[src/hw/rtl/oidl_pkg.sv]
// Package for the ordered id list engine.
// Holds opcode, status and select codes plus the control/status bundles
// passed between controller and datapath. No dependencies.
`default_nettype none

package oidl_pkg;

    localparam int ID_W   = 16;
    localparam int MODE_W = 2;
    localparam int STAT_W = 2;

    typedef enum logic [MODE_W-1:0] {
        MODE_APPEND = 2'd0,
        MODE_REMOVE = 2'd1,
        MODE_LIST   = 2'd2,
        MODE_NOP    = 2'd3
    } t_mode;

    typedef enum logic [STAT_W-1:0] {
        ST_OK        = 2'd0,
        ST_NOT_FOUND = 2'd1,
        ST_FULL      = 2'd2,
        ST_EMPTY     = 2'd3
    } t_status;

    typedef enum logic [1:0] {
        SEL_ECHO  = 2'd0,
        SEL_RDATA = 2'd1,
        SEL_ZERO  = 2'd2
    } t_out_sel;

    typedef struct packed {
        logic     latch;
        logic     rd_step;
        logic     rm_proc;
        logic     append_wr;
        logic     cnt_inc;
        logic     cnt_dec;
        logic     out_load;
        t_status  out_status;
        t_out_sel out_sel;
        logic     out_last;
    } t_dp_cmd;

    typedef struct packed {
        t_mode mode;
        logic  full;
        logic  empty;
        logic  idx_end;
        logic  dv;
        logic  found;
        logic  slot_free;
    } t_dp_sts;

endpackage

`default_nettype wire

[src/hw/rtl/oidl_ram.sv]
// Generic single-write, single-read RAM with registered read data.
// Read data holds until the next read. No dependencies.
`default_nettype none

module oidl_ram #(
    parameter int WIDTH = 16,
    parameter int DEPTH = 16,
    localparam int AW   = (DEPTH > 1) ? $clog2(DEPTH) : 1
) (
    input  wire logic             i_clk,
    input  wire logic             i_we,
    input  wire logic [AW-1:0]    i_waddr,
    input  wire logic [WIDTH-1:0] i_wdata,
    input  wire logic             i_re,
    input  wire logic [AW-1:0]    i_raddr,
    output logic      [WIDTH-1:0] o_rdata
);

    logic [WIDTH-1:0] r_mem [DEPTH];
    logic [WIDTH-1:0] r_rdata;

    always_ff @(posedge i_clk) begin
        if (i_we) begin
            r_mem[i_waddr] <= i_wdata;
        end
        if (i_re) begin
            r_rdata <= r_mem[i_raddr];
        end
    end

    assign o_rdata = r_rdata;

endmodule

`default_nettype wire

[src/hw/rtl/oidl_dp.sv]
// Datapath: input latch, id store RAM, count and index registers, output register.
// Depends on oidl_pkg and oidl_ram.
`default_nettype none

module oidl_dp #(
    parameter int DEPTH = 16,
    localparam int AW   = $clog2(DEPTH),
    localparam int CW   = $clog2(DEPTH + 1)
) (
    input  wire logic                         i_clk,
    input  wire logic                         i_rst_n,
    input  wire logic [oidl_pkg::MODE_W-1:0]  i_mode,
    input  wire logic [oidl_pkg::ID_W-1:0]    i_entry_id,
    input  wire oidl_pkg::t_dp_cmd            i_cmd,
    output oidl_pkg::t_dp_sts                 o_sts,
    input  wire logic                         i_out_ready,
    output logic                              o_out_valid,
    output logic [oidl_pkg::STAT_W-1:0]       o_status,
    output logic [oidl_pkg::ID_W-1:0]         o_out_id,
    output logic                              o_is_last,
    output logic [CW-1:0]                     o_entry_count
);

    oidl_pkg::t_mode             r_mode;
    logic [oidl_pkg::ID_W-1:0]   r_id;
    logic [CW-1:0]               r_count, n_count;
    logic [CW-1:0]               r_idx, n_idx;
    logic                        r_dv;
    logic                        r_found, n_found;
    logic                        r_out_valid, n_out_valid;
    logic [oidl_pkg::STAT_W-1:0] r_out_status;
    logic [oidl_pkg::ID_W-1:0]   r_out_id, n_out_id;
    logic                        r_out_last;
    logic [CW-1:0]               r_out_count;

    logic                        ram_we;
    logic [AW-1:0]               ram_waddr;
    logic [oidl_pkg::ID_W-1:0]   ram_wdata;
    logic [oidl_pkg::ID_W-1:0]   ram_rdata;
    logic                        match;

    oidl_ram #(
        .WIDTH (oidl_pkg::ID_W),
        .DEPTH (DEPTH)
    ) u_ram (
        .i_clk   (i_clk),
        .i_we    (ram_we),
        .i_waddr (ram_waddr),
        .i_wdata (ram_wdata),
        .i_re    (i_cmd.rd_step),
        .i_raddr (r_idx[AW-1:0]),
        .o_rdata (ram_rdata)
    );

    assign match = (ram_rdata == r_id);

    always_comb begin
        ram_we    = 1'b0;
        ram_waddr = r_count[AW-1:0];
        ram_wdata = r_id;
        if (i_cmd.append_wr) begin
            ram_we = 1'b1;
        end else if (i_cmd.rm_proc && r_found) begin
            // shift down by one behind the removed entry
            ram_we    = 1'b1;
            ram_waddr = AW'(r_idx - CW'(2));
            ram_wdata = ram_rdata;
        end
    end

    always_comb begin
        n_found = r_found;
        if (i_cmd.latch) begin
            n_found = 1'b0;
        end else if (i_cmd.rm_proc && !r_found && match) begin
            n_found = 1'b1;
        end

        n_idx = r_idx;
        if (i_cmd.latch) begin
            n_idx = '0;
        end else if (i_cmd.rd_step) begin
            n_idx = r_idx + CW'(1);
        end

        n_count = r_count;
        if (i_cmd.cnt_inc) begin
            n_count = r_count + CW'(1);
        end else if (i_cmd.cnt_dec) begin
            n_count = r_count - CW'(1);
        end

        case (i_cmd.out_sel)
            oidl_pkg::SEL_ECHO:  n_out_id = r_id;
            oidl_pkg::SEL_RDATA: n_out_id = ram_rdata;
            default:             n_out_id = '0;
        endcase

        n_out_valid = r_out_valid && !i_out_ready;
        if (i_cmd.out_load) begin
            n_out_valid = 1'b1;
        end
    end

    always_ff @(posedge i_clk) begin
        if (!i_rst_n) begin
            r_count     <= '0;
            r_idx       <= '0;
            r_dv        <= 1'b0;
            r_found     <= 1'b0;
            r_out_valid <= 1'b0;
        end else begin
            r_count     <= n_count;
            r_idx       <= n_idx;
            r_dv        <= i_cmd.rd_step;
            r_found     <= n_found;
            r_out_valid <= n_out_valid;
        end
    end

    always_ff @(posedge i_clk) begin
        if (i_cmd.latch) begin
            r_mode <= oidl_pkg::t_mode'(i_mode);
            r_id   <= i_entry_id;
        end
        if (i_cmd.out_load) begin
            r_out_status <= i_cmd.out_status;
            r_out_id     <= n_out_id;
            r_out_last   <= i_cmd.out_last;
            r_out_count  <= n_count;
        end
    end

    always_comb begin
        o_sts.mode      = r_mode;
        o_sts.full      = (r_count == CW'(DEPTH));
        o_sts.empty     = (r_count == '0);
        o_sts.idx_end   = (r_idx == r_count);
        o_sts.dv        = r_dv;
        o_sts.found     = r_found;
        o_sts.slot_free = !r_out_valid || i_out_ready;
    end

    assign o_out_valid   = r_out_valid;
    assign o_status      = r_out_status;
    assign o_out_id      = r_out_id;
    assign o_is_last     = r_out_last;
    assign o_entry_count = r_out_count;

endmodule

`default_nettype wire

[src/hw/rtl/oidl_ctrl.sv]
// Controller FSM: sequences append, remove (scan and shift) and list walks.
// Depends on oidl_pkg.
`default_nettype none

module oidl_ctrl (
    input  wire logic              i_clk,
    input  wire logic              i_rst_n,
    input  wire logic              i_in_valid,
    output logic                   o_in_ready,
    input  wire oidl_pkg::t_dp_sts i_sts,
    output oidl_pkg::t_dp_cmd      o_cmd
);

    typedef enum logic [5:0] {
        S_IDLE    = 6'b000001,
        S_EXEC    = 6'b000010,
        S_RM_RUN  = 6'b000100,
        S_RM_DONE = 6'b001000,
        S_LS_EMIT = 6'b010000,
        S_SPARE   = 6'b100000
    } t_state;

    t_state r_state, n_state;

    always_comb begin
        n_state            = r_state;
        o_in_ready         = 1'b0;
        o_cmd              = '0;
        o_cmd.out_status   = oidl_pkg::ST_OK;
        o_cmd.out_sel      = oidl_pkg::SEL_ECHO;
        o_cmd.out_last     = 1'b1;

        case (r_state)
            S_IDLE: begin
                o_in_ready = 1'b1;
                if (i_in_valid) begin
                    o_cmd.latch = 1'b1;
                    n_state     = S_EXEC;
                end
            end
            S_EXEC: begin
                case (i_sts.mode)
                    oidl_pkg::MODE_APPEND: begin
                        if (i_sts.slot_free) begin
                            o_cmd.out_load = 1'b1;
                            if (i_sts.full) begin
                                o_cmd.out_status = oidl_pkg::ST_FULL;
                            end else begin
                                o_cmd.append_wr = 1'b1;
                                o_cmd.cnt_inc   = 1'b1;
                            end
                            n_state = S_IDLE;
                        end
                    end
                    oidl_pkg::MODE_REMOVE: begin
                        if (!i_sts.empty) begin
                            n_state = S_RM_RUN;
                        end else if (i_sts.slot_free) begin
                            o_cmd.out_load   = 1'b1;
                            o_cmd.out_status = oidl_pkg::ST_EMPTY;
                            n_state          = S_IDLE;
                        end
                    end
                    oidl_pkg::MODE_LIST: begin
                        if (!i_sts.empty) begin
                            o_cmd.rd_step = 1'b1;
                            n_state       = S_LS_EMIT;
                        end else if (i_sts.slot_free) begin
                            o_cmd.out_load   = 1'b1;
                            o_cmd.out_status = oidl_pkg::ST_EMPTY;
                            o_cmd.out_sel    = oidl_pkg::SEL_ZERO;
                            n_state          = S_IDLE;
                        end
                    end
                    default: begin
                        if (i_sts.slot_free) begin
                            o_cmd.out_load = 1'b1;
                            n_state        = S_IDLE;
                        end
                    end
                endcase
            end
            S_RM_RUN: begin
                o_cmd.rd_step = !i_sts.idx_end;
                o_cmd.rm_proc = i_sts.dv;
                if (i_sts.dv && i_sts.idx_end) begin
                    n_state = S_RM_DONE;
                end
            end
            S_RM_DONE: begin
                if (i_sts.slot_free) begin
                    o_cmd.out_load   = 1'b1;
                    o_cmd.out_status = i_sts.found ? oidl_pkg::ST_OK : oidl_pkg::ST_NOT_FOUND;
                    o_cmd.cnt_dec    = i_sts.found;
                    n_state          = S_IDLE;
                end
            end
            S_LS_EMIT: begin
                if (i_sts.slot_free) begin
                    o_cmd.out_load = 1'b1;
                    o_cmd.out_sel  = oidl_pkg::SEL_RDATA;
                    o_cmd.out_last = i_sts.idx_end;
                    if (i_sts.idx_end) begin
                        n_state = S_IDLE;
                    end else begin
                        o_cmd.rd_step = 1'b1;
                    end
                end
            end
            default: begin
                n_state = S_IDLE;
            end
        endcase
    end

    always_ff @(posedge i_clk) begin
        if (!i_rst_n) begin
            r_state <= S_IDLE;
        end else begin
            r_state <= n_state;
        end
    end

endmodule

`default_nettype wire

[src/hw/rtl/ordered_id_list_engine_top.sv]
// Top level of the ordered id list engine: controller plus datapath.
// Depends on oidl_pkg, oidl_ctrl, oidl_dp (and oidl_ram through it).
//
//  channel | valid       | ready       | payload
//  --------+-------------+-------------+------------------------------------------
//  in      | i_in_valid  | o_in_ready  | i_mode, i_entry_id
//  out     | o_out_valid | i_out_ready | o_status, o_out_id, o_is_last, o_entry_count
//
// Append and unused mode: latched in the idle state, answered from the exec state. Remove: a scan
// of the stored entries, one RAM read per entry while the scan shifts later entries down.
// List: one beat per cycle from the single RAM read port while the output does not stall.
// One item in work at a time; o_in_ready is high only when the controller is idle.
// Output stalls hold the beat in the output register and pause the walk.
// Synchronous active-low reset empties the list; the RAM is not cleared.
`default_nettype none

module ordered_id_list_engine_top #(
    parameter int DEPTH = 16,
    localparam int CW   = $clog2(DEPTH + 1)
) (
    input  wire logic                        i_clk,
    input  wire logic                        i_rst_n,
    input  wire logic                        i_in_valid,
    output logic                             o_in_ready,
    input  wire logic [oidl_pkg::MODE_W-1:0] i_mode,
    input  wire logic [oidl_pkg::ID_W-1:0]   i_entry_id,
    output logic                             o_out_valid,
    input  wire logic                        i_out_ready,
    output logic [oidl_pkg::STAT_W-1:0]      o_status,
    output logic [oidl_pkg::ID_W-1:0]        o_out_id,
    output logic                             o_is_last,
    output logic [CW-1:0]                    o_entry_count
);

    oidl_pkg::t_dp_cmd dp_cmd;
    oidl_pkg::t_dp_sts dp_sts;

    oidl_ctrl u_ctrl (
        .i_clk      (i_clk),
        .i_rst_n    (i_rst_n),
        .i_in_valid (i_in_valid),
        .o_in_ready (o_in_ready),
        .i_sts      (dp_sts),
        .o_cmd      (dp_cmd)
    );

    oidl_dp #(
        .DEPTH (DEPTH)
    ) u_dp (
        .i_clk         (i_clk),
        .i_rst_n       (i_rst_n),
        .i_mode        (i_mode),
        .i_entry_id    (i_entry_id),
        .i_cmd         (dp_cmd),
        .o_sts         (dp_sts),
        .i_out_ready   (i_out_ready),
        .o_out_valid   (o_out_valid),
        .o_status      (o_status),
        .o_out_id      (o_out_id),
        .o_is_last     (o_is_last),
        .o_entry_count (o_entry_count)
    );

endmodule

`default_nettype wire

[config.mk]
export PLATFORM = sky130hd
export DESIGN_NAME = ordered_id_list_engine_top
export DESIGN_NICKNAME = d
export VERILOG_FILES = /design/src/hw/rtl/oidl_pkg.sv /design/src/hw/rtl/oidl_ram.sv /design/src/hw/rtl/oidl_dp.sv /design/src/hw/rtl/oidl_ctrl.sv /design/src/hw/rtl/ordered_id_list_engine_top.sv
export SDC_FILE = /design/constraint.sdc
export NUM_CORES = 1
export LEC_CHECK = 0
export ABC_AREA = 1
export BUFFER_PORTS_ARGS = -buffer_cell sky130_fd_sc_hd__buf_2
export CAP_MARGIN = 0
export CORE_ASPECT_RATIO = 0.9
export CORE_MARGIN = 2
export CORE_UTILIZATION = 50
export CTS_BUF_LIST = sky130_fd_sc_hd__clkbuf_8 sky130_fd_sc_hd__clkbuf_16
export CTS_CLUSTER_SIZE = 10
export DETAILED_ROUTE_END_ITERATION = 7
export PLACE_DENSITY = 0.7
export SLEW_MARGIN = 20
export SYNTH_ARGS = -nofsm -noshare
export SYNTH_HDL_FRONTEND = slang
export SYNTH_SLANG_ARGS = --single-unit
[constraint.sdc]
create_clock -name i_clk -period 7.2 [get_ports i_clk]
set_clock_uncertainty 0.2 [all_clocks]
set_input_delay 0.72 -clock i_clk [delete_from_list [all_inputs] [get_ports i_clk]]
set_output_delay 0.72 -clock i_clk [all_outputs]
set_load 0.05 [all_outputs]
==> results.tsv <==
metric	value	unit
outcome	completed	
cts_root_buffer	clkbuf_16	
ir_worst_vdd	0.163	mV
tns	0	ns
tightestPinTransition	1.04	ns
drt_iter0_drc	1103	
synth.distinct_cells	41	
start_util	0.509	
ys_warn_count	0	
ys_ff_latch	333	
yosys_most_used_dff	edfxtp_1	
p_clk_frac	0.433	
share_seq_of_total_power	0.544	
max_clock_freq	0.285	GHz
utilization	0.571	
cts.sinks	333	
rows	57	
p_int	0.00314	W
postRouteAntennaNets	0	
grt.total_usage	0.241	
gp_congestion	0.897	
path_max_fanout	56	
power.leakage	5.39	nW
cap_violations	0	
clk_pin_slew	0.06	ns
synth_cells	1129	
power_density	253	nW/um^2
drt-total-wl	34.3	mm
diodes	0	
drc	0	
die_h	162	um
dieArea	29000	um^2
avgSynthCellArea	12.2	um^2
hpwlAfterDp	20.8	mm
synthesis.area	13800	um^2
final-max-slew-violation-count	0	
antenna_found_initial	0	
finalCriticalPeriod	3.51	ns
finalSetupViolations	0	
min_period_over_period	0.487	
grt_pass1_wl	51.4	mm
grt_start_max_net_pins	87	
portBuffers	47	
crit_type	reg -> reg	
reg2reg_slack	3.69	ns
swShare	0.197	
max-slew-margin-rel	0.304	
combPwrFrac	0.022	
clk_path_buf_depth	3	
fin_nets	1211	
cts_buffers	39	
synth_edf_count	314	
p_sw	0.000774	W
synth_nets	1161	
synth-async-reset-ratio	0	
finalHoldViolations	0	
cts_tree	done	
synthDominantCellAreaShare	0.683	
die_x	179	um
hold_buffers	0	
worstPathArrival	3.44	ns
vias	9100	
wl_per_cell	22.2	um
grt_setup_unrepaired	false	
vias_per_cell	5.89	
syn2layout_area_growth	12.2	%
drive_gt1_frac	0.140	
worst_setup_path_start_kind	flip-flop	
htreeDepth	2	
insertion_delay	0.52	ns
post_cts_resized	0	
seq_area_frac_synth	0.711	
grt_overflow_total	0	
synthTopCellsByArea	edfxtp_1 68%, o21ai_0 5.5%, nor2_1 4.6%	
grt_pass1_vias	8531	
crit_path_end_kind	flip-flop	
synth_largest_area_cell	edfxtp_1	
post_cts_buffers	0	
required	7.13	ns
io-pin-count	48	
core	27100	um^2
min_path_type	in -> reg	
drt_pass1_iterations	7	
==> power groups by stage <==
stage / Sequential (W) / Combinational [W] / Clock, W
after detailed placement: 0.00217 / 0.0000881 / 0
after global routing: 0.00213 / 0.0000956 / 0.00179
after global placement: 0.00217 / 0.0000861 / 0
final: 0.00213 / 0.0000881 / 0.00170
after CTS: 0.00213 / 0.0000883 / 0.00171
after floorplan: 0.00217 / 0.0000425 / 0
==> area by class of cell <==
class | count | area [um^2]
timing repair buffer | 69 | 400
tap | 354 | 443
multi-input combinational | 680 | 3540
fill | 2159 | 11600
clock buffer | 41 | 1010
inverter | 56 | 211
sequential | 333 | 9810
clock inverter | 11 | 58.8
==> path summary, 6_finish.rpt <==
path,cells after the start,from,end
worst min register to register,2,u_dp.r_idx[4],u_dp.r_idx[4]
worst min-delay path,1,i_entry_id[4],u_dp.r_id[4]
worst max-delay path,5,u_dp.r_idx[0],u_dp.u_ram.r_mem[5][10]
worst max register to register,5,u_dp.r_idx[0],u_dp.u_ram.r_mem[5][10]
==> logic make-up (layout without fill, tap and decap cells) <==
| family | Yosys count | count (layout) | share of synthesized area |
|---|---|---|---|
| AND/OR/NAND/NOR | 385 | 385 | 0.121 |
| flip-flops | 333 | 333 | 0.711 |
| AO/OA/AOI/OAI | 261 | 261 | 0.109 |
| buffers and inverters | 116 | 177 | 0.0359 |
| XOR/XNOR | 23 | 23 | 0.0146 |
| adder cells (fa/ha/maj) | 10 | 10 | 0.00906 |
| other | 1 | 1 | 0.000272 |
==> cell usage after synthesis (all sizes together) (2+ instances only) <==
cell type,n
xor2,11
nor2,177
o221ai,27
dfxtp,19
nor3,6
o21ai,167
clkbuf,34
edfxtp,314
a21oi,18
clkinv,2
o211ai,6
nand2,125
buf,26
ha,10
xnor2,12
o22ai,41
and2,2
inv,54
nand4,5
nand3,69
==> layer usage <==
metal	global-route usage	vias up	routed length (um)
met1	0.348	4326	14100
met5	0.00868	-	31
met3	0.0596	81	3880
met4	0.102	2	1350
li1	-	4187	-
met2	0.348	504	15000
==> sequential cells by signal (all words and copies together), names as in the netlist <==
| name | count |
|---|---|
| u_dp.r_mode | 2 |
| u_dp.r_id | 16 |
| u_dp.r_idx | 5 |
| u_dp.o_out_id | 16 |
| u_dp.u_ram.o_rdata | 16 |
| u_dp.o_entry_count | 5 |
| u_dp.o_out_valid | 1 |
| u_dp.r_dv | 1 |
| u_ctrl.r_state | 6 |
| u_dp.r_count | 5 |
| u_dp.u_ram.r_mem | 256 |
| u_dp.o_status | 2 |
| u_dp.o_is_last | 1 |
| u_dp.r_found | 1 |
==> stage by stage <==
stage               std cells  power, W  worst slack (ns)  hold slack [ns]  cell area, um^2
floorplan                1129   0.00222              4.36            0.300            13800
global placement         1492   0.00226              3.79            0.327            14400
detailed placement       1492   0.00226              3.74            0.323            14400
CTS                      1544   0.00393              3.71            0.167            15500
global route             1544   0.00401              3.43            0.164            15500
finish                   1544   0.00392              3.69            0.174            15500
==> cells in the final DEF (no fill, tap or decap), types with 27 or more instances in the layout <==
cell	count
buf_2	47
clkbuf_16	40
edfxtp_1	314
inv_1	55
nand2_1	116
nand3_1	65
nor2_1	153
o21ai_0	151
o221ai_1	27
o22ai_1	41
==> critical path: stages, from the launching register on <==
cell and delay, ns:
dfxtp_4 0.64, clkinv_2 0.71, o21ai_1 0.40, and2_2 0.22
nand2_2 0.11, nor2_2 0.80
No activity file was read; power rests on OpenSTA's default activity.
